`src/reab_pkg.sv`:
```
// Shared constants, codes, types and decode tables of the rotary encoder block.
package reab_pkg;

  // Timing and acceleration constants
  localparam int CHECK_INTERVAL  = 10;
  localparam int DOUBLE_CLICK_MS = 600;
  localparam int HOLD_MS         = 1200;
  localparam int ACCEL_TOP       = 3072;
  localparam int ACCEL_INC       = 25;
  localparam int ACCEL_DEC       = 2;

  localparam int HOLD_LIMIT = HOLD_MS / CHECK_INTERVAL;
  localparam int DC_LIMIT   = DOUBLE_CLICK_MS / CHECK_INTERVAL;
  localparam int DC_LOAD    = (DC_LIMIT > 255) ? 255 : DC_LIMIT;
  localparam int STEP_MAX   = 13;

  localparam int LIMIT_W = 12;
  localparam logic [LIMIT_W-1:0] HOLD_LIMIT_C = LIMIT_W'(HOLD_LIMIT);
  localparam logic [LIMIT_W-1:0] DC_LIMIT_C   = LIMIT_W'(DC_LIMIT);
  localparam logic [7:0]         DC_LOAD_C    = 8'(DC_LOAD);
  localparam logic [3:0]         CHECK_LAST_C = 4'(CHECK_INTERVAL);
  localparam logic [15:0]        ACCEL_DEC_C  = 16'(ACCEL_DEC);
  localparam logic [15:0]        ACCEL_INC_C  = 16'(ACCEL_INC);
  localparam logic [15:0]        ACCEL_LIM_C  = 16'(ACCEL_TOP - ACCEL_INC);

  // Button status codes
  localparam logic [2:0] BTN_OPEN     = 3'd0;
  localparam logic [2:0] BTN_CLICKED  = 3'd1;
  localparam logic [2:0] BTN_DOUBLE   = 3'd2;
  localparam logic [2:0] BTN_HELD     = 3'd3;
  localparam logic [2:0] BTN_RELEASED = 3'd4;

  // Direction codes
  localparam logic [1:0] DIR_NONE = 2'd0;
  localparam logic [1:0] DIR_UP   = 2'd1;
  localparam logic [1:0] DIR_DOWN = 2'd2;

  // Decoder modes
  localparam logic [1:0] DEC_GRAY = 2'd0;
  localparam logic [1:0] DEC_FULL = 2'd1;

  // Operation codes
  localparam logic OP_TICK = 1'b0;
  localparam logic OP_READ = 1'b1;

  // Register indexes
  localparam logic [2:0] REG_ACTIVE_LEVEL   = 3'd0;
  localparam logic [2:0] REG_STEPS_PER_NTCH = 3'd1;
  localparam logic [2:0] REG_DECODER_MODE   = 3'd2;
  localparam logic [2:0] REG_ACCEL_ENABLE   = 3'd3;
  localparam logic [2:0] REG_DBL_CLICK_EN   = 3'd4;
  localparam logic [2:0] REG_BUTTON_PRESENT = 3'd5;

  localparam int APB_ADDR_W = 5;

  typedef struct packed {
    logic       active_level;
    logic [2:0] steps_per_notch;
    logic [1:0] decoder_mode;
    logic       accel_enable;
    logic       double_click_enable;
    logic       button_present;
  } cfg_t;

  typedef struct packed {
    logic op;
    logic pin_a;
    logic pin_b;
    logic pin_button;
  } item_t;

  typedef struct packed {
    logic signed [4:0] step_value;
    logic [1:0]        direction;
    logic [2:0]        button_state;
  } result_t;

  // Table decode: returns {moved, up}; full selects the full table, else half-step.
  function automatic logic [1:0] table_step(input logic full, input logic [3:0] idx);
    logic [1:0] res;
    res = 2'b00;
    if (full) begin
      unique case (idx)
        4'd1, 4'd7, 4'd8, 4'd14:  res = 2'b11;
        4'd2, 4'd4, 4'd11, 4'd13: res = 2'b10;
        default:                  res = 2'b00;
      endcase
    end else begin
      unique case (idx)
        4'd7, 4'd8:  res = 2'b11;
        4'd2, 4'd13: res = 2'b10;
        default:     res = 2'b00;
      endcase
    end
    return res;
  endfunction

endpackage

```
`src/reab_if.sv`:
```
// Valid/ready channel interfaces for input words and result words.
interface reab_in_if;
  logic valid;
  logic ready;
  logic op;
  logic pin_a;
  logic pin_b;
  logic pin_button;

  modport source (output valid, output op, output pin_a, output pin_b,
                  output pin_button, input ready);
  modport sink   (input valid, input op, input pin_a, input pin_b,
                  input pin_button, output ready);
endinterface

interface reab_out_if;
  logic              valid;
  logic              ready;
  logic signed [4:0] step_value;
  logic [1:0]        direction;
  logic [2:0]        button_state;

  modport source (output valid, output step_value, output direction,
                  output button_state, input ready);
  modport sink   (input valid, input step_value, input direction,
                  input button_state, output ready);
endinterface

```
`src/reab_cfg_regs.sv`:
```
// APB configuration registers of the rotary encoder block.
module reab_cfg_regs (
  input  logic                           clk_i,
  input  logic                           rst_ni,
  input  logic                           psel,
  input  logic                           penable,
  input  logic                           pwrite,
  input  logic [reab_pkg::APB_ADDR_W-1:0] paddr,
  input  logic [31:0]                    pwdata,
  output logic [31:0]                    prdata,
  output logic                           pready,
  output reab_pkg::cfg_t                 cfg_o
);

  reab_pkg::cfg_t cfg_q, cfg_d;
  logic           wr_en;
  logic [2:0]     reg_idx;

  assign pready  = 1'b1;
  assign wr_en   = psel && penable && pwrite;
  assign reg_idx = paddr[4:2];

  always_comb begin
    cfg_d = cfg_q;
    if (wr_en) begin
      unique case (reg_idx)
        reab_pkg::REG_ACTIVE_LEVEL:   cfg_d.active_level        = pwdata[0];
        reab_pkg::REG_STEPS_PER_NTCH: cfg_d.steps_per_notch     = pwdata[2:0];
        reab_pkg::REG_DECODER_MODE:   cfg_d.decoder_mode        = pwdata[1:0];
        reab_pkg::REG_ACCEL_ENABLE:   cfg_d.accel_enable        = pwdata[0];
        reab_pkg::REG_DBL_CLICK_EN:   cfg_d.double_click_enable = pwdata[0];
        reab_pkg::REG_BUTTON_PRESENT: cfg_d.button_present      = pwdata[0];
        default:                      cfg_d = cfg_q;
      endcase
    end
  end

  always_ff @(posedge clk_i or negedge rst_ni) begin
    if (!rst_ni) begin
      cfg_q <= '{active_level: 1'b0, steps_per_notch: 3'd1, decoder_mode: 2'd0,
                 accel_enable: 1'b1, double_click_enable: 1'b1,
                 button_present: 1'b1};
    end else begin
      cfg_q <= cfg_d;
    end
  end

  always_comb begin
    unique case (reg_idx)
      reab_pkg::REG_ACTIVE_LEVEL:   prdata = {31'd0, cfg_q.active_level};
      reab_pkg::REG_STEPS_PER_NTCH: prdata = {29'd0, cfg_q.steps_per_notch};
      reab_pkg::REG_DECODER_MODE:   prdata = {30'd0, cfg_q.decoder_mode};
      reab_pkg::REG_ACCEL_ENABLE:   prdata = {31'd0, cfg_q.accel_enable};
      reab_pkg::REG_DBL_CLICK_EN:   prdata = {31'd0, cfg_q.double_click_enable};
      reab_pkg::REG_BUTTON_PRESENT: prdata = {31'd0, cfg_q.button_present};
      default:                      prdata = 32'd0;
    endcase
  end

  assign cfg_o = cfg_q;

endmodule

```
`src/reab_core.sv`:
```
// Input register, encoder state and single-pass tick/read update logic.
module reab_core (
  input  logic              clk_i,
  input  logic              rst_ni,
  input  reab_pkg::cfg_t    cfg_i,
  input  logic              in_valid_i,
  output logic              in_ready_o,
  input  reab_pkg::item_t   in_item_i,
  output logic              res_valid_o,
  input  logic              res_ready_i,
  output reab_pkg::result_t res_o
);

  logic            in_valid_q;
  reab_pkg::item_t in_q;
  logic            advance;

  logic [3:0]  phase_q, phase_d;
  logic [15:0] acc_q, acc_d;
  logic [15:0] lvl_q, lvl_d;
  logic [15:0] pos_q, pos_d;
  logic [15:0] half_q, half_d;
  logic [2:0]  btn_q, btn_d;
  logic [7:0]  press_q, press_d;
  logic [7:0]  win_q, win_d;
  logic [3:0]  div_q, div_d;

  // tick intermediates
  logic        a_on, b_on, moved, pressed;
  logic [1:0]  curr, diff, tstep;
  logic [3:0]  ph_shift;
  logic [15:0] lvl_dec;
  logic [7:0]  press_inc, win_mid;
  logic [3:0]  div_inc;
  // read intermediates
  logic        neg, pos;
  logic [15:0] mag, r16, pn, half_n, r_cl;
  logic [7:0]  accv;
  logic [1:0]  dir;

  assign advance    = in_valid_q && (in_q.op == reab_pkg::OP_TICK || res_ready_i);
  assign in_ready_o = !in_valid_q || advance;
  assign res_valid_o = in_valid_q && (in_q.op == reab_pkg::OP_READ);

  always_ff @(posedge clk_i or negedge rst_ni) begin
    if (!rst_ni) begin
      in_valid_q <= 1'b0;
    end else if (in_ready_o) begin
      in_valid_q <= in_valid_i;
    end
  end

  always_ff @(posedge clk_i) begin
    if (in_ready_o && in_valid_i) begin
      in_q <= in_item_i;
    end
  end

  always_comb begin
    phase_d = phase_q;
    acc_d   = acc_q;
    lvl_d   = lvl_q;
    pos_d   = pos_q;
    half_d  = half_q;
    btn_d   = btn_q;
    press_d = press_q;
    win_d   = win_q;
    div_d   = div_q;

    a_on     = (in_q.pin_a == cfg_i.active_level);
    b_on     = (in_q.pin_b == cfg_i.active_level);
    pressed  = (in_q.pin_button == cfg_i.active_level);
    moved    = 1'b0;
    curr     = {a_on, a_on ^ b_on};
    diff     = phase_q[1:0] - curr;
    ph_shift = {phase_q[1:0], a_on, b_on};
    tstep    = reab_pkg::table_step(cfg_i.decoder_mode == reab_pkg::DEC_FULL, ph_shift);
    lvl_dec  = lvl_q - reab_pkg::ACCEL_DEC_C;
    press_inc = (press_q != 8'hFF) ? press_q + 8'd1 : press_q;
    div_inc  = div_q + 4'd1;
    win_mid  = win_q;

    accv = cfg_i.accel_enable ? lvl_q[15:8] : 8'd0;
    mag  = {8'd0, accv} + 16'd1;
    neg  = acc_q[15];
    if (cfg_i.steps_per_notch == 3'd2) begin
      pos = !neg && ($signed(acc_q) >= 16'sd2);
    end else if (cfg_i.steps_per_notch == 3'd4) begin
      pos = !neg && ($signed(acc_q) >= 16'sd4);
    end else begin
      pos = !neg && (acc_q != 16'd0);
    end
    r16 = neg ? (16'd0 - mag) : (pos ? mag : 16'd0);
    // truncate toward zero: add one back for a negative odd position
    pn     = pos_q + r16;
    half_n = 16'($signed(pn) >>> 1) + {15'd0, pn[15] & pn[0]};
    dir  = reab_pkg::DIR_NONE;
    if ($signed(r16) > 16'sd13) begin
      r_cl = 16'(reab_pkg::STEP_MAX);
    end else if ($signed(r16) < -16'sd13) begin
      r_cl = 16'd0 - 16'(reab_pkg::STEP_MAX);
    end else begin
      r_cl = r16;
    end

    res_o.step_value   = 5'sd0;
    res_o.direction    = reab_pkg::DIR_NONE;
    res_o.button_state = btn_q;

    if (advance && in_q.op == reab_pkg::OP_TICK) begin
      // acceleration decay, clamp at zero
      if (cfg_i.accel_enable) begin
        lvl_d = lvl_dec[15] ? 16'd0 : lvl_dec;
      end
      if (cfg_i.decoder_mode == reab_pkg::DEC_GRAY) begin
        if (diff[0]) begin
          phase_d = {2'b00, curr};
          acc_d   = diff[1] ? acc_q + 16'd1 : acc_q - 16'd1;
          moved   = 1'b1;
        end
      end else begin
        phase_d = ph_shift;
        if (tstep[1]) begin
          acc_d = tstep[0] ? acc_q + 16'd1 : acc_q - 16'd1;
          moved = 1'b1;
        end
      end
      if (cfg_i.accel_enable && moved && (lvl_d <= reab_pkg::ACCEL_LIM_C)) begin
        lvl_d = lvl_d + reab_pkg::ACCEL_INC_C;
      end

      // button check every CHECK_INTERVAL ticks
      if (div_inc >= reab_pkg::CHECK_LAST_C) begin
        div_d = 4'd0;
        if (cfg_i.button_present) begin
          if (pressed) begin
            press_d = press_inc;
            if (reab_pkg::LIMIT_W'(press_inc) > reab_pkg::HOLD_LIMIT_C) begin
              btn_d = reab_pkg::BTN_HELD;
            end
          end else begin
            if (press_q != 8'd0) begin
              if (btn_q == reab_pkg::BTN_HELD) begin
                btn_d   = reab_pkg::BTN_RELEASED;
                win_mid = 8'd0;
              end else if (win_q > 8'd1) begin
                if (reab_pkg::LIMIT_W'(win_q) < reab_pkg::DC_LIMIT_C) begin
                  btn_d   = reab_pkg::BTN_DOUBLE;
                  win_mid = 8'd0;
                end
              end else begin
                win_mid = cfg_i.double_click_enable ? reab_pkg::DC_LOAD_C : 8'd1;
              end
            end
            press_d = 8'd0;
          end
          // click window countdown
          win_d = win_mid;
          if (win_mid != 8'd0) begin
            if (win_mid <= 8'd2) begin
              win_d = 8'd0;
              btn_d = reab_pkg::BTN_CLICKED;
            end else begin
              win_d = win_mid - 8'd2;
            end
          end
        end
      end else begin
        div_d = div_inc;
      end
    end else if (advance) begin
      if (btn_q != reab_pkg::BTN_HELD) begin
        btn_d = reab_pkg::BTN_OPEN;
      end
      if (btn_q == reab_pkg::BTN_OPEN) begin
        if (cfg_i.steps_per_notch == 3'd2) begin
          acc_d = {15'd0, acc_q[0]};
        end else if (cfg_i.steps_per_notch == 3'd4) begin
          acc_d = {14'd0, acc_q[1:0]};
        end else begin
          acc_d = 16'd0;
        end
        pos_d = pos_q + r16;
        if ($signed(half_n) > $signed(half_q)) begin
          half_d = half_n;
          dir    = reab_pkg::DIR_DOWN;
        end else if ($signed(half_n) < $signed(half_q)) begin
          half_d = half_n;
          dir    = reab_pkg::DIR_UP;
        end
        res_o.step_value = r_cl[4:0];
        res_o.direction  = dir;
      end
    end
  end

  always_ff @(posedge clk_i or negedge rst_ni) begin
    if (!rst_ni) begin
      phase_q <= 4'd0;
      acc_q   <= 16'd0;
      lvl_q   <= 16'd0;
      pos_q   <= 16'd0;
      half_q  <= 16'd0;
      btn_q   <= reab_pkg::BTN_OPEN;
      press_q <= 8'd0;
      win_q   <= 8'd0;
      div_q   <= 4'd0;
    end else begin
      phase_q <= phase_d;
      acc_q   <= acc_d;
      lvl_q   <= lvl_d;
      pos_q   <= pos_d;
      half_q  <= half_d;
      btn_q   <= btn_d;
      press_q <= press_d;
      win_q   <= win_d;
      div_q   <= div_d;
    end
  end

endmodule

```
`src/reab_out_reg.sv`:
```
// Result register that holds a finished word until the sink takes it.
module reab_out_reg (
  input  logic              clk_i,
  input  logic              rst_ni,
  input  logic              res_valid_i,
  output logic              res_ready_o,
  input  reab_pkg::result_t res_i,
  output logic              out_valid_o,
  input  logic              out_ready_i,
  output reab_pkg::result_t out_o
);

  logic              valid_q;
  reab_pkg::result_t data_q;

  assign res_ready_o = !valid_q || out_ready_i;

  always_ff @(posedge clk_i or negedge rst_ni) begin
    if (!rst_ni) begin
      valid_q <= 1'b0;
    end else if (res_ready_o) begin
      valid_q <= res_valid_i;
    end
  end

  always_ff @(posedge clk_i) begin
    if (res_ready_o && res_valid_i) begin
      data_q <= res_i;
    end
  end

  assign out_valid_o = valid_q;
  assign out_o       = data_q;

endmodule

```
`src/rotary_encoder_accel_button.sv`:
```
// Top level of the quadrature rotary encoder with acceleration and click button.
//
//  channel  | direction | handshake          | payload
//  ---------+-----------+--------------------+------------------------------------
//  item_i   | in        | valid/ready        | op, pin_a, pin_b, pin_button
//  result_o | out       | valid/ready        | step_value, direction, button_state
//  apb      | in/out    | psel/penable/pready| paddr, pwdata, prdata
//
//  One word per clock while input ready holds: a word is captured in the input
//  register, then encoder state and result register update in a single pass.
//  A tick word makes no result; a read word makes exactly one result word.
//  A stalled result holds in the result register; input ready drops only when
//  a read sits in the input register and the result register cannot take it.
//  Reset (rst_ni low, asynchronous) clears encoder and valid state, button open.
module rotary_encoder_accel_button (
  input  logic                           clk_i,
  input  logic                           rst_ni,
  reab_in_if.sink                        item_i,
  reab_out_if.source                     result_o,
  input  logic                           psel,
  input  logic                           penable,
  input  logic                           pwrite,
  input  logic [reab_pkg::APB_ADDR_W-1:0] paddr,
  input  logic [31:0]                    pwdata,
  output logic [31:0]                    prdata,
  output logic                           pready
);

  reab_pkg::cfg_t    cfg;
  reab_pkg::item_t   item;
  reab_pkg::result_t core_res, out_res;
  logic              core_valid, core_ready;

  // Registers: written in the access phase, read back combinationally.
  reab_cfg_regs u_cfg (
    .clk_i   (clk_i),
    .rst_ni  (rst_ni),
    .psel    (psel),
    .penable (penable),
    .pwrite  (pwrite),
    .paddr   (paddr),
    .pwdata  (pwdata),
    .prdata  (prdata),
    .pready  (pready),
    .cfg_o   (cfg)
  );

  // Pack the incoming word.
  assign item = '{op: item_i.op, pin_a: item_i.pin_a, pin_b: item_i.pin_b,
                  pin_button: item_i.pin_button};

  // Decode, accelerate, check the button and serve reads.
  reab_core u_core (
    .clk_i       (clk_i),
    .rst_ni      (rst_ni),
    .cfg_i       (cfg),
    .in_valid_i  (item_i.valid),
    .in_ready_o  (item_i.ready),
    .in_item_i   (item),
    .res_valid_o (core_valid),
    .res_ready_i (core_ready),
    .res_o       (core_res)
  );

  // Hold the result word until the sink takes it.
  reab_out_reg u_out (
    .clk_i       (clk_i),
    .rst_ni      (rst_ni),
    .res_valid_i (core_valid),
    .res_ready_o (core_ready),
    .res_i       (core_res),
    .out_valid_o (result_o.valid),
    .out_ready_i (result_o.ready),
    .out_o       (out_res)
  );

  assign result_o.step_value   = out_res.step_value;
  assign result_o.direction    = out_res.direction;
  assign result_o.button_state = out_res.button_state;

endmodule

```
`src/flat_wrapper.sv`:
```
// flat-port wrapper written by rule: the top's interface ports become plain ports
module rotary_encoder_accel_button_flat 
  (clk_i, rst_ni, psel, penable, pwrite, paddr, pwdata, prdata, pready, item_i_valid, item_i_op, item_i_pin_a, item_i_pin_b, item_i_pin_button, item_i_ready, result_o_valid, result_o_step_value, result_o_direction, result_o_button_state, result_o_ready);
  reab_in_if item_i_i ();
  reab_out_if result_o_i ();
  input  logic clk_i;
  input  logic rst_ni;
  input  logic psel;
  input  logic penable;
  input  logic pwrite;
  input  logic [reab_pkg::APB_ADDR_W-1:0] paddr;
  input  logic [31:0] pwdata;
  output logic [31:0] prdata;
  output logic pready;
  input wire logic [$bits(item_i_i.valid)-1:0] item_i_valid;
  input wire logic [$bits(item_i_i.op)-1:0] item_i_op;
  input wire logic [$bits(item_i_i.pin_a)-1:0] item_i_pin_a;
  input wire logic [$bits(item_i_i.pin_b)-1:0] item_i_pin_b;
  input wire logic [$bits(item_i_i.pin_button)-1:0] item_i_pin_button;
  output wire logic [$bits(item_i_i.ready)-1:0] item_i_ready;
  output wire logic [$bits(result_o_i.valid)-1:0] result_o_valid;
  output wire logic [$bits(result_o_i.step_value)-1:0] result_o_step_value;
  output wire logic [$bits(result_o_i.direction)-1:0] result_o_direction;
  output wire logic [$bits(result_o_i.button_state)-1:0] result_o_button_state;
  input wire logic [$bits(result_o_i.ready)-1:0] result_o_ready;
  assign item_i_i.valid = item_i_valid;
  assign item_i_i.op = item_i_op;
  assign item_i_i.pin_a = item_i_pin_a;
  assign item_i_i.pin_b = item_i_pin_b;
  assign item_i_i.pin_button = item_i_pin_button;
  assign item_i_ready = item_i_i.ready;
  assign result_o_valid = result_o_i.valid;
  assign result_o_step_value = result_o_i.step_value;
  assign result_o_direction = result_o_i.direction;
  assign result_o_button_state = result_o_i.button_state;
  assign result_o_i.ready = result_o_ready;
  rotary_encoder_accel_button u_core (.clk_i(clk_i), .rst_ni(rst_ni), .item_i(item_i_i), .result_o(result_o_i), .psel(psel), .penable(penable), .pwrite(pwrite), .paddr(paddr), .pwdata(pwdata), .prdata(prdata), .pready(pready));
endmodule
```
`config.mk`:
```
export PLATFORM = sky130hd
export DESIGN_NAME = rotary_encoder_accel_button_flat
export DESIGN_NICKNAME = d
export VERILOG_FILES = /design/src/reab_pkg.sv /design/src/reab_if.sv /design/src/reab_cfg_regs.sv /design/src/reab_core.sv /design/src/reab_out_reg.sv /design/src/rotary_encoder_accel_button.sv /design/src/flat_wrapper.sv
export SDC_FILE = /design/constraint.sdc
export NUM_CORES = 1
export LEC_CHECK = 0
export BUFFER_PORTS_ARGS = -buffer_cell sky130_fd_sc_hd__buf_2
export CORE_UTILIZATION = 55
export DETAILED_ROUTE_END_ITERATION = 8
export PLACE_DENSITY = 0.78
export SETUP_SLACK_MARGIN = 0.3
export SYNTH_ARGS = -nofsm -noshare
export SYNTH_HDL_FRONTEND = slang
export SYNTH_SLANG_ARGS = --single-unit
```
`constraint.sdc`:
```
create_clock -name clk_i -period 8.6 [get_ports clk_i]
set_input_delay 1.72 -clock clk_i [delete_from_list [all_inputs] [get_ports clk_i]]
set_output_delay 1.72 -clock clk_i [all_outputs]
set_load 0.01 [all_outputs]
```
Yosys cells after proc, flatten, opt, wreduce, memory -nomap -nowiden
Memory sizes are Yosys's and may differ from the RTL's.
Cells that the tools add are included.

word-level totals
  register bits = 114
  ROM bits = 32
  input bits = 48
  output and inout bits = 45
  word-level logic and storage cells = 193
  memories kept = 1

memories
  memory           depth  width  read ports  clocked after Yosys merged registers in  wr ports  RTL line        source
  (no name shown)  16     2      1           0                                        0         reab_pkg.sv:83  unique case (idx)

cells by class
  add/sub/neg operators = 12
  order comparisons = 12
  equal/unequal tests = 26
  mux-type cells = 61
  bitwise gates (word level) = 6
  reductions and logical operators = 47

operator list
  kind                                                              count
  2-to-1 mux 16 bit                                                 14
  2-to-1 mux 8 bit                                                  13
  2-to-1 mux 3 bit                                                  13
  one-hot mux 3 bit (6 select lines)                                1
  adder 15 x 2 -> 16 bit                                            1
  adder 16 x 1 -> 16 bit, second input constant                     1
  adder 16 bit                                                      1
  adder 16 x 5 -> 16 bit, second input constant                     1
  >= comparator 16 x 3 -> 1 bit, second input constant              1
  >= comparator 16 x 4 -> 1 bit, second input constant              1
  greater-than comparator 16 bit                                    1
  greater-than comparator 16 x 5 -> 1 bit, second input constant    1
  less-or-equal comparator 16 x 12 -> 1 bit, second input constant  1
  < comparator 16 bit                                               1
  < comparator 16 x 5 -> 1 bit, second input constant               1
  nonzero test 16 bit                                               1
  nonzero test 8 bit                                                2
  subtractor 16 x 1 -> 16 bit, second input constant                1
  subtractor 16 x 2 -> 16 bit, second input constant                1
  2-to-1 mux 15 bit                                                 1
  AND reduction 2 bit                                               7
  == test 3 x 2 -> 1 bit, second input constant                     4
  logical AND 1 bit                                                 12
  2-to-1 mux 2 bit                                                  6
  other kinds (44)                                                  77

Logic depth before layout (Yosys ltp)
Gate-level depths: netlist of the first run.

  depth in word-level cells = 15
  mapped depth = 39
  gate-level depth less buffers = 34

Hierarchy
A second synthesis of the first run with hierarchy kept.

second synthesis, totals
  cells, all modules = 1,093
  area total of the unflattened synthesis = 9,141.3 µm²

modules (own cells, without submodules)
  module         times used  cells each  area an instance (µm²)  sequential area each (µm²)
  reab_core      1           1,005       8,039.0                 2,372.3
  reab_cfg_regs  1           74          748.2                   230.2
  reab_out_reg   1           14          354.1                   325.3

Worst setup path after synthesis of the first run
Ideal clock, no wire load.

  path type = register -> register
  start = reg u_core.u_cfg.cfg_q, in the netlist u_core.u_cfg.cfg_o[2]
  end = reg u_core.u_core.half_q[14]
  library setup time = 125 ps
  data arrival time = 7,965 ps
  required time = 8,475 ps
  setup slack = 510 ps
  cell stages (with the launch flop) = 37
  buffers on the path = 5
  period minus slack after synthesis = 8,090 ps
  cell sequence = dfstp_2 > buf_2 > clkbuf_1 > nand2_1 > inv_1 > ha_1 > buf_6 > xor2_1 > or3_1 > or3_4 > o41ai_4 > inv_1 > ha_1 > clkbuf_1 > a21o_1 > a311o_1 > a21oi_1 > o21ai_0 > a21o_1 > a21oi_1 > xnor2_1 > nor2b_1 > ha_1 > ha_1 > and3_1 > nand4_1 > or3_1 > nand3b_1 > xor2_1 > ha_1 > nand4_1 > nor2_1 > nand3_1 > or3_1 > o21ai_1 > clkbuf_1 > mux2_2

on the way
  word-level cells in the longest chain between the ends = 10
  elaborated cells between the ends (all ways) = 14
  those cells by class = add/sub (4); order compare (2); mux (5); bitwise (1); reduce/logical (2)

ends and longest elaborated chain
  what                                                                          RTL line                            source
  start, declared                                                               reab_cfg_regs.sv:15                 reab_pkg::cfg_t cfg_q, cfg_d;
  start signal, assigned                                                        reab_cfg_regs.sv:40                 cfg_q <= '{active_level: 1'b0, steps_per_notch: 3'd1, decoder_mode: 2'd0,
  start signal, assigned                                                        reab_cfg_regs.sv:44                 cfg_q <= cfg_d;
  2-to-1 mux 8 bit (*)                                                          reab_core.sv:83                     accv = cfg_i.accel_enable ? lvl_q[15:8] : 8'd0;
  adder 8 x 1 -> 9 bit (*)                                                      reab_core.sv:84                     mag = {8'd0, accv} + 16'd1;
  subtractor 1 x 9 -> 10 bit / 2-to-1 mux 9 bit (equally long branches)         reab_core.sv:93                     r16 = neg ? (16'd0 - mag) : (pos ? mag : 16'd0);
  2-to-1 mux 16 bit (*)                                                         reab_core.sv:93
  adder 16 bit (*)                                                              reab_core.sv:95                     pn = pos_q + r16;
  AND 1 bit                                                                     reab_core.sv:96                     half_n = 16'($signed(pn) >>> 1) + {15'd0, pn[15] & pn[0]};
  adder 15 x 2 -> 16 bit (*)                                                    reab_core.sv:96
  via u_core.u_core.half_n[14]                                                  reab_core.sv:37                     logic [15:0] mag, r16, pn, half_n, r_cl;
  greater-than comparator 16 bit / < comparator 16 bit (equally long branches)  reab_core.sv:184, reab_core.sv:187
  nonzero test 2 bit (no line)                                                  --
  AND reduction 4 bit (no line)                                                 --
  end signal, assigned                                                          reab_core.sv:213                    half_q <= half_d;
  end, declared                                                                 reab_core.sv:22                     logic [15:0] half_q, half_d;

Mark *: on every way through the listed nets, which the timed path passes. The rest lies on a longest branch. The select of a mux whose other input is x is not followed.
A chain may end at the register's enable or synchronous reset.

Worst setup path in the final report of the first run
  start = reg u_core.u_cfg.cfg_q, in the netlist u_core.u_cfg.cfg_o[2]
  end = reg u_core.u_core.half_q[10]

The elaborated chain is that of the path after synthesis.

==> results of run 1 <==
where the power goes:
part           switching, mW  leakage (nW)  internal, mW  total, mW
combinational          0.841          2.61         0.608       1.45
sequential             0.196          1.41         0.702      0.899
clock                  0.258         0.318         0.532      0.790
Yosys cell counts (10+ instances only):
library cell / instances
nand2_1: 127
dfrtp_1: 96
o21ai_0: 80
nor2_1: 75
a21oi_1: 68
inv_1: 55
ha_1: 50
clkbuf_1: 44
nand3_1: 44
xnor2_1: 36
buf_4: 30
nor3_1: 27
or3_1: 24
xor2_1: 24
nand4_1: 19
mux2_2: 16
nand2b_1: 15
and3_1: 14
edfxtp_1: 14
nor2b_1: 13
a21o_1: 12
a31oi_1: 12
nor4_1: 12
and2_1: 11
mux2i_1: 10
final timing paths:
| check | start | endpoint | slack (ns) |
|---|---|---|---|
| setup / recovery | u_core.u_cfg.cfg_o[2] | u_core.u_core.half_q[10] | 0.81 |
| max in group asynchronous | rst_ni | u_core.u_core.lvl_q[9] | 6.11 |
| min in group asynchronous | rst_ni | u_core.u_core.half_q[9] | 1.30 |
| setup reg to reg | u_core.u_cfg.cfg_o[2] | u_core.u_core.half_q[10] | 0.81 |
| hold reg to reg | u_core.u_core.pos_q[6] | u_core.u_core.pos_q[6] | 0.48 |
| hold / removal | u_core.u_core.pos_q[6] | u_core.u_core.pos_q[6] | 0.48 |
placed cells by master, fill, tap and decap left out, types with 24 or more instances in the layout:
master / synthesis / layout
a21oi_1: 68 / 68
buf_2: 3 / 30
conb_1: 2 / 30
dfrtp_1: 96 / 94
ha_1: 50 / 48
inv_1: 55 / 54
nand2_1: 127 / 127
nand3_1: 44 / 44
nor2_1: 75 / 75
nor3_1: 27 / 27
o21ai_0: 80 / 79
or3_1: 24 / 24
xnor2_1: 36 / 36
xor2_1: 24 / 24
timing repair:
| action | 4_1_cts | 5_1_grt |
|---|---|---|
| endpoints found under the setup margin | 0 | 17 |
| setup buffers | 0 | 2 |
| hold buffers | 0 | 0 |
| resized for setup | 0 | 9 |
| hold endpoints to repair | 0 | 0 |
cell families after synthesis:
group	after synthesis
AND/OR/NAND/NOR	424
AO/OA/AOI/OAI	265
buffers and inverters	136
flip-flops	114
multiplexers	29
adder cells (fa/ha/maj)	51
XOR/XNOR	61
other	2
registers in the layout, indices dropped and copies added (netlist names):
register                  flops
u_core.u_core.btn_q           3
u_core.u_core.acc_q          16
u_core.u_core.in_valid_q      1
u_core.u_out.out_o           10
u_core.u_core.pos_q          16
u_core.u_core.phase_q         2
u_core.u_core.div_q           4
u_core.u_core.lvl_q          16
u_core.u_cfg.cfg_o            9
u_core.u_core.win_q           8
u_core.u_out.out_valid_o      1
u_core.u_core.in_q            4
u_core.u_core.half_q         16
u_core.u_core.press_q         8
worst reg2reg max path: cells and delay by family, from the launching register on:
family | cells | cell delay (ns)
and+or+nand+nor | 12 | 2.80
muxes | 1 | 0.34
AOI/OAI and AO/OA | 8 | 1.72
buffers and inverters | 3 | 0.45
adders and majority gates | 5 | 1.27
DFF | 1 | 0.59
xor gates and xnor gates | 3 | 0.47
metal layers:
| layer | GRT usage | routed length [um] |
|---|---|---|
| met3 | 0.05078 | 924 |
| met1 | 0.3161 | 9131 |
| met5 | 0 | 0 |
| met4 | 0.08550 | 349 |
| met2 | 0.4398 | 10150 |
layout make-up:
cell class | count | share of cell area
Clock buffer | 24 | 0.05218
Tap cell | 216 | 0.02749
Timing Repair Buffer | 42 | 0.02482
Inverter | 55 | 0.02100
Multi-Input combinational cell | 860 | 0.5617
Clock inverter | 8 | 0.01476
Sequential cell | 114 | 0.2980
metrics by stage:
stage          total power, mW  worst slack (ns)  utilization  hold WS [ns]
2_1_floorplan            2.010            0.5103            -        0.4502
3_5_place_dp             2.315            0.6458       0.5751        0.4702
4_1_cts                  3.137            0.5354       0.6166        0.4836
6_report                 3.137            0.8103       0.6189        0.4810
3_3_place_gp             2.267            0.7481       0.5751        0.4655
5_1_grt                  3.380            0.2924       0.6189        0.5028
==> flow_metrics.env, run 1 <==
export IMPL_synthFlopType="dfrtp_1"
export IMPL_num_antenna_cells=0
export IMPL_die_w_um=129.6
export IMPL_via_per_inst=5.983
export IMPL_crit_path_max_incr_delay_ns=0.59
export IMPL_muxShareOfSynthArea=0.03758
export IMPL_grt_pass1_vias=7244
export IMPL_synth_edff_count=14
export IMPL_critical_path_buf_inv_count=3
export IMPL_synth_compound_area_share=0.1889
export IMPL_syn_area_mm2=0.008957
export IMPL_tritoncts="yes"
export IMPL_dp_cells=1285
export IMPL_place_hpwl_um=14230
export IMPL_async_reset_ff_frac=0.8772
export IMPL_worst_setup_path_type="flop to flop"
export IMPL_outcome="complete, no violations"
export IMPL_drtIter0Drc=724
export IMPL_synth_seq_area_share=0.3269
export IMPL_start_util=0.5639
export IMPL_finalSetupTns_ns=0
export IMPL_yosys_area_top_type="dfrtp_1"
export IMPL_crit_path_max_fanout=9
export IMPL_cp_depth=32
export IMPL_peakVddDrop_mv=0.1897
export IMPL_finalNonFillerCells=1319
export IMPL_placed_area_mm2=0.009136
export IMPL_start_kind="flop"
export IMPL_fin_nets=1189
export IMPL_overflow=0
export IMPL_yosys_warnings=0
export IMPL_max_slew_margin=0.3143
export IMPL_dieArea_mm2=0.01680
export IMPL_required_ns=8.91
export IMPL_drive_gt1_frac=0.1043
export IMPL_yosysUniqueCellTypes=82
export IMPL_grt_pass1_wl_um=33920
export IMPL_nFillCells=1390
export IMPL_ios=93
export IMPL_clock_path_buffers=2
export IMPL_synthCells=1082
export IMPL_worstMarginPinSlew_ns=1.029
export IMPL_p_leak_nw=4.343
export IMPL_critPathArrivalTime_ns=8.10
export IMPL_cp_end_kind="flop"
export IMPL_drtAntennaViolNets=0
export IMPL_area_growth_pct=9.764
export IMPL_synthTopCellsByArea="dfrtp_1 27%, ha_1 7.0%, nand2_1 5.3%"
export IMPL_synth_xor_area_share=0.06132
export IMPL_critical_path_slowest_cell="dfstp_2"
export IMPL_synthAdderAreaFrac=0.07208
export IMPL_clock_sinks=114
export IMPL_rows=46
export IMPL_finalClockSkew_ns=0.01048
export IMPL_hold_path_class="flop to flop"
export IMPL_dr_pass1_iters=8
export IMPL_powerDensity_mw_per_mm2=319.1
export IMPL_synth_top_family_by_area="simple AND/OR/NAND/NOR gates"
export IMPL_finalSetupViolCount=0
export IMPL_max_freq_mhz=128.4
export IMPL_rsz0062_at_grt="false"
export IMPL_port_buffers=31
export IMPL_synth_simple_area_share=0.2417
export IMPL_hold_violations=0
export IMPL_core_area_mm2=0.01589
export IMPL_wl_per_cell_um=15.58
export IMPL_cap_violations=0
export IMPL_drc=0
export IMPL_die_h_um=129.6
export IMPL_ys_ff_latch=114
export IMPL_hold_depth=2
export IMPL_multiInputGateArea_mm2=0.005523
export IMPL_finalWorstPathRequiredPeriod_ns=7.790
export IMPL_clock_latency_ns=0.42
export IMPL_seqCellArea_mm2=0.002930
export IMPL_cts_buffers=17
export IMPL_routed_wl_um=20550
export IMPL_reg2regPathDepth=32
export IMPL_clk_root_buffer_cell="clkbuf_16"
export IMPL_vias=7892
export IMPL_cts_htree_levels=4
export IMPL_clk_pin_slew_ns=0.06
export IMPL_cpLargestDelayFamily="simple AND/OR/NAND/NOR gates"
export IMPL_drv_slew=0
export IMPL_grt_max_degree=55
export IMPL_place_congestion=0.8580
export IMPL_design_area_mm2=0.009832
export IMPL_antenna_found_initial=0
export IMPL_track_usage=0.2542
export IMPL_syn_area_per_cell_um2=8.279
export IMPL_yosysTopAreaCellShare=0.2682
export IMPL_period_share=0.9058
No activity file was read; power rests on OpenSTA's default activity.
==> inputs of run 2 (changes only) <==
--- a/config.mk
+++ b/config.mk
@@ -6,9 +6,11 @@
 export NUM_CORES = 1
 export LEC_CHECK = 0
 export BUFFER_PORTS_ARGS = -buffer_cell sky130_fd_sc_hd__buf_2
-export CORE_UTILIZATION = 55
+export CELL_PAD_IN_SITES_DETAIL_PLACEMENT = 0
+export CELL_PAD_IN_SITES_GLOBAL_PLACEMENT = 2
+export CORE_UTILIZATION = 36
 export DETAILED_ROUTE_END_ITERATION = 8
-export PLACE_DENSITY = 0.78
+export PLACE_DENSITY_LB_ADDON = 0.1
 export SETUP_SLACK_MARGIN = 0.3
 export SYNTH_ARGS = -nofsm -noshare
 export SYNTH_HDL_FRONTEND = slang
==> constraint.sdc (replaced) <==
create_clock -name clk_i -period 7.95 [get_ports clk_i]
set_input_delay 1.59 -clock clk_i [delete_from_list [all_inputs] [get_ports clk_i]]
set_output_delay 1.59 -clock clk_i [all_outputs]
set_load 0.01 [all_outputs]
==> flow_metrics.env, run 2 (synthesis gave the netlist of run 1 again) <==
export IMPL_outcome="complete, no violations"
export IMPL_fin_nets=1218
export IMPL_crit_path_max_fanout=7
export IMPL_die_h_um=159.7
export IMPL_critical_path_buf_inv_count=2
export IMPL_drv_slew=0
export IMPL_crit_path_max_incr_delay_ns=0.62
export IMPL_worst_setup_path_type="flop to flop"
export IMPL_antenna_found_initial=0
export IMPL_finalClockSkew_ns=0.01167
export IMPL_area_growth_pct=13.74
export IMPL_p_leak_nw=4.471
export IMPL_peakVddDrop_mv=0.1380
export IMPL_dp_slack_ns=0.2445
export IMPL_rsz0062_at_grt="false"
export IMPL_required_ns=8.25
export IMPL_num_antenna_cells=0
export IMPL_place_congestion=0.7702
export IMPL_cap_violations=0
export IMPL_reg2regPathDepth=30
export IMPL_cts_htree_levels=4
export IMPL_clock_latency_ns=0.43
export IMPL_cp_end_kind="flop"
export IMPL_tritoncts="yes"
export IMPL_port_buffers=31
export IMPL_finalSetupTns_ns=0
export IMPL_postLayoutCoreUtil=0.4177
export IMPL_clk_root_buffer_cell="clkbuf_16"
export IMPL_drive_gt1_frac=0.1360
export IMPL_placed_area_mm2=0.009434
export IMPL_core_area_mm2=0.02439
export IMPL_hold_depth=2
export IMPL_finalNonFillerCells=1456
export IMPL_critical_path_slowest_cell="or4_1"
export IMPL_clk_pin_slew_ns=0.06
export IMPL_layout_common_cells="127 x nand2_1, 96 x dfrtp_1, 78 x o21ai_0"
export IMPL_dp_cells=1411
export IMPL_hold_path_class="flop to flop"
export IMPL_rows=57
export IMPL_clock_path_buffers=2
export IMPL_die_w_um=159.7
export IMPL_worstMarginPinSlew_ns=0.8753
export IMPL_cts_buffers=17
export IMPL_layout_commonest_cell="nand2_1"
export IMPL_hold_violations=0
export IMPL_powerDensity_mw_per_mm2=336.7
export IMPL_finalSetupViolCount=0
export IMPL_place_hpwl_um=16450
export IMPL_track_usage=0.1865
export IMPL_vias=7720
export IMPL_grt_pass1_wl_um=38200
export IMPL_start_util=0.3672
export IMPL_clock_sinks=114
export IMPL_design_area_mm2=0.01019
export IMPL_setup_slack_ns=0.7165
export IMPL_dr_pass1_iters=4
export IMPL_wl_per_cell_um=15.80
export IMPL_drc=0
export IMPL_grt_pass1_vias=7221
export IMPL_grt_max_degree=65
export IMPL_ctsHoldBuffers=0
export IMPL_crit_top_cell="ha_1"
export IMPL_drtIter0Drc=328
export IMPL_via_per_inst=5.302
export IMPL_overflow=0
export IMPL_routed_wl_um=23000
export IMPL_dieArea_mm2=0.02552
export IMPL_cp_depth=30
export IMPL_ios=93
export IMPL_nFillCells=2515
export IMPL_critPathArrivalTime_ns=7.54
export IMPL_drtAntennaViolNets=0
export IMPL_max_slew_margin=0.4165
export IMPL_max_freq_mhz=138.2
export IMPL_period_share=0.9099
export IMPL_cpLargestDelayFamily="simple AND/OR/NAND/NOR gates"
export IMPL_finalWorstPathRequiredPeriod_ns=7.234
export IMPL_start_kind="flop"
run 2: cell types whose count changed in the layout (fill, tap and decap cells not counted), sizes merged:
cell	previous run	this run
buf	42	71
clkbuf	24	20
inv	55	56
clkinv	2	6
clkinvlp	2	4
bufinv	4	1
run 2: final cells by class:
cell class	instances	area (um2)	share of cell area
Clock inverter	12	102.6	0.01007
Timing Repair Buffer	71	461.7	0.04532
Tap cell	324	405.4	0.03979
Clock buffer	20	489.2	0.04802
Sequential cell	114	2928	0.2874
Inverter	55	206.4	0.02026
Multi-Input combinational cell	860	5595	0.5492
run 2: per-layer routing:
| metal | up-vias | track usage | routed length, um | part of all wire |
|---|---|---|---|---|
| li1 | 3936 | - | - | - |
| met1 | 3654 | 0.2547 | 11450 | 0.50 |
| met2 | 110 | 0.3037 | 10690 | 0.46 |
| met3 | 20 | 0.03221 | 604 | 0.026 |
| met4 | 0 | 0.04808 | 257 | 0.011 |
| met5 | - | 0 | 0 | 0 |
run 2: stage by stage:
step / power (mW) / hold slack, ns
2_1_floorplan: 2.186 / 0.4502
3_3_place_gp: 2.610 / 0.4629
3_5_place_dp: 2.609 / 0.4740
4_1_cts: 3.415 / 0.4877
5_1_grt: 3.745 / 0.5067
6_report: 3.430 / 0.4815
run 2: worst register-to-register path: cells and delay by family, from the launching register on:
family	cells	cell delay (ns)
compound gates	9	1.87
flops	1	0.43
buf+inv	2	0.34
xor+xnor	2	0.29
mux	1	0.34
simple gates	12	2.84
fa+ha+maj	4	1.03
run 2: where the power goes:
part	total [mW]	internal, mW	leakage (nW)	switching, mW
Sequential	0.955	0.759	1.42	0.196
Combinational	1.70	0.726	2.77	0.969
Clock	0.780	0.474	0.284	0.306
Total	3.43	1.96	4.47	1.47
run 2: final timing paths:
| check | from | to | slack (ns) |
|---|---|---|---|
| min in group asynchronous | rst_ni | u_core.u_core.acc_q[7] | 1.14 |
| worst min register to register | u_core.u_core.pos_q[6] | u_core.u_core.pos_q[6] | 0.48 |
| worst max register to register | u_core.u_core.acc_q[8] | u_core.u_core.half_q[14] | 0.72 |
| worst max-delay path | u_core.u_core.acc_q[8] | u_core.u_core.half_q[14] | 0.72 |
| worst min-delay path | u_core.u_core.pos_q[6] | u_core.u_core.pos_q[6] | 0.48 |
| max in group asynchronous | rst_ni | u_core.u_core.pos_q[0] | 5.54 |
run 2: timing repair:
item / in CTS / in global routing
pin swaps: 1 / 10
setup buffers: 0 / 13
cloned: 0 / 0
gates resized for setup: 1 / 13
setup endpoints to repair: 16 / 18
==> inputs of run 3 (changes only) <==
==> constraint.sdc (replaced) <==
create_clock -name clk_i -period 7.95 [get_ports clk_i]
set_input_delay 0.795 -clock clk_i [delete_from_list [all_inputs] [get_ports clk_i]]
set_output_delay 0.795 -clock clk_i [all_outputs]
set_load 0.01 [all_outputs]
==> flow_metrics.env, run 3 (synthesis gave the netlist of run 1 again) <==
export IMPL_powerDensity_mw_per_mm2=338.9
export IMPL_crit_path_max_incr_delay_ns=0.57
export IMPL_clock_path_buffers=2
export IMPL_setup_slack_ns=0.6479
export IMPL_ios=93
export IMPL_critical_path_slowest_cell="dfstp_2"
export IMPL_seqCellArea_mm2=0.002928
export IMPL_vias=7688
export IMPL_placed_area_mm2=0.009412
export IMPL_cts_buffers=17
export IMPL_dp_slack_ns=0.2303
export IMPL_drv_slew=0
export IMPL_overflow=0
export IMPL_layout_commonest_cell="nand2_1"
export IMPL_ctsHoldBuffers=0
export IMPL_period_share=0.9185
export IMPL_power_switching_mw=1.473
export IMPL_drive_gt1_frac=0.1332
export IMPL_via_per_inst=5.302
export IMPL_worst_setup_path_type="flop to flop"
export IMPL_rows=57
export IMPL_cp_end_kind="flop"
export IMPL_fin_nets=1212
export IMPL_start_kind="flop"
export IMPL_postLayoutCoreUtil=0.4191
export IMPL_multiInputGateArea_mm2=0.005662
export IMPL_clock_latency_ns=0.42
export IMPL_internal_power_mw=1.991
export IMPL_place_congestion=0.7797
export IMPL_finalSetupViolCount=0
export IMPL_required_ns=8.25
export IMPL_clock_sinks=114
export IMPL_clk_pin_slew_ns=0.06
export IMPL_grt_pass1_wl_um=39070
export IMPL_drtIter0Drc=377
export IMPL_grt_max_degree=65
export IMPL_r2r_start="u_core.u_cfg.cfg_o[2]"
export IMPL_reg2regPathDepth=30
export IMPL_peakVddDrop_mv=0.1348
export IMPL_finalClockSkew_ns=0.01463
export IMPL_crit_path_max_fanout=6
export IMPL_dieArea_mm2=0.02552
export IMPL_clk_root_buffer_cell="clkbuf_16"
export IMPL_hold_violations=0
export IMPL_design_area_mm2=0.01022
export IMPL_wl_per_cell_um=16.12
export IMPL_die_h_um=159.7
export IMPL_hold_path_class="input pin to async pin"
export IMPL_routed_wl_um=23380
export IMPL_finalSetupTns_ns=0
export IMPL_die_w_um=159.7
export IMPL_worstMarginPinSlew_ns=0.9324
export IMPL_drtAntennaViolNets=0
export IMPL_finalWorstPathRequiredPeriod_ns=7.302
export IMPL_start_util=0.3672
export IMPL_core_area_mm2=0.02439
export IMPL_layout_common_cells="126 x nand2_1, 96 x dfrtp_1, 78 x o21ai_0"
export IMPL_area_growth_pct=14.11
export IMPL_critPathArrivalTime_ns=7.60
export IMPL_p_leak_nw=4.460
export IMPL_tritoncts="yes"
export IMPL_grt_pass1_vias=7314
export IMPL_port_buffers=31
export IMPL_outcome="complete, no violations"
export IMPL_max_slew_margin=0.3743
export IMPL_max_freq_mhz=136.9
export IMPL_drc=0
export IMPL_cts_htree_levels=4
export IMPL_cap_violations=0
export IMPL_place_hpwl_um=16580
export IMPL_startpoint="u_core.u_cfg.cfg_o[2]"
export IMPL_dr_pass1_iters=5
export IMPL_regToRegEndpoint="u_core.u_core.half_q[1]"
export IMPL_seqPwrFrac=0.278
export IMPL_r2r_slack_ns=0.65
export IMPL_p_sw_frac=0.4253
export IMPL_track_usage=0.1901
export IMPL_clockPowerShare=0.230
export IMPL_power_mw=3.464
export IMPL_num_antenna_cells=0
export IMPL_nFillCells=2541
export IMPL_antenna_found_initial=0
export IMPL_rsz0062_at_grt="false"
export IMPL_crit_top_cell="or3_4"
export IMPL_comb_power_share=0.493
==> run 3: cell count changes in the layout (fill, tap and decap cells not counted), sizes merged <==
| cell | delta |
|---|---|
| buf | -7 |
| bufinv | +1 |
| clkinvlp | -1 |
| clkbuf | +4 |
| clkinv | -3 |
| o21ai | +1 |
| inv | -1 |
==> run 3: cell type report <==
class,count,share of cell area
Clock buffer,24,0.04933
Clock inverter,8,0.009548
Inverter,55,0.02020
Multi-Input combinational cell,861,0.5539
Sequential cell,114,0.2864
Tap cell,324,0.03966
Timing Repair Buffer,64,0.04089
==> run 3: power groups by stage <==
stage	combinational (mW)	sequential [mW]	clock, mW
3_3_place_gp	1.64	0.967	0
5_1_grt	1.95	0.995	0.842
2_1_floorplan	1.32	0.870	0
4_1_cts	1.67	0.958	0.817
3_5_place_dp	1.64	0.967	0
6_report	1.71	0.962	0.796
==> run 3: metrics by stage <==
stage,std cells,hold WS [ns]
global route,1450,0.3818
global placement,1408,0.4664
CTS,1442,0.3599
detailed placement,1408,0.4711
finish,1450,0.3447
floorplan,1110,0.4502
==> run 3: worst max-delay path by stage <==
stage | endpoint | slack [ns] | cells past startpoint
after detailed placement | u_core.u_core.half_q[10] | 0.23 | 31
after floorplan | u_core.u_core.half_q[14] | 0.32 | 36
after CTS | u_core.u_core.half_q[10] | 0.39 | 30
final | u_core.u_core.half_q[1] | 0.65 | 30
after global routing | u_core.u_core.half_q[1] | 0.25 | 31
after global placement | u_core.u_core.half_q[10] | 0.21 | 30
==> run 3: repair_timing <==
| action | in CTS | in global routing |
|---|---|---|
| resized for setup | 4 | 21 |
| endpoints found under the setup margin | 16 | 18 |
| buffers inserted | 1 | 8 |
| pin swaps | 2 | 17 |
| gates cloned | 1 | 0 |
==> run 3: critical path, delay by kind of cell (launching register included) <==
| family | cells | cell delay, ns |
|---|---|---|
| buffers and inverters | 2 | 0.23 |
| flip-flops | 1 | 0.57 |
| multiplexers | 1 | 0.32 |
| AND/OR/NAND/NOR | 15 | 3.58 |
| AO/OA/AOI/OAI | 5 | 0.85 |
| XOR/XNOR | 2 | 0.28 |
| adder cells (fa/ha/maj) | 5 | 1.34 |
==> run 3: layer usage <==
layer	part of all wire	track usage	wire length, um	vias up
li1	-	-	-	3911
met1	0.50	0.2652	11580	3669
met2	0.47	0.3063	10980	87
met3	0.023	0.02779	532	21
met4	0.012	0.05026	290	0
met5	0	0	0	-
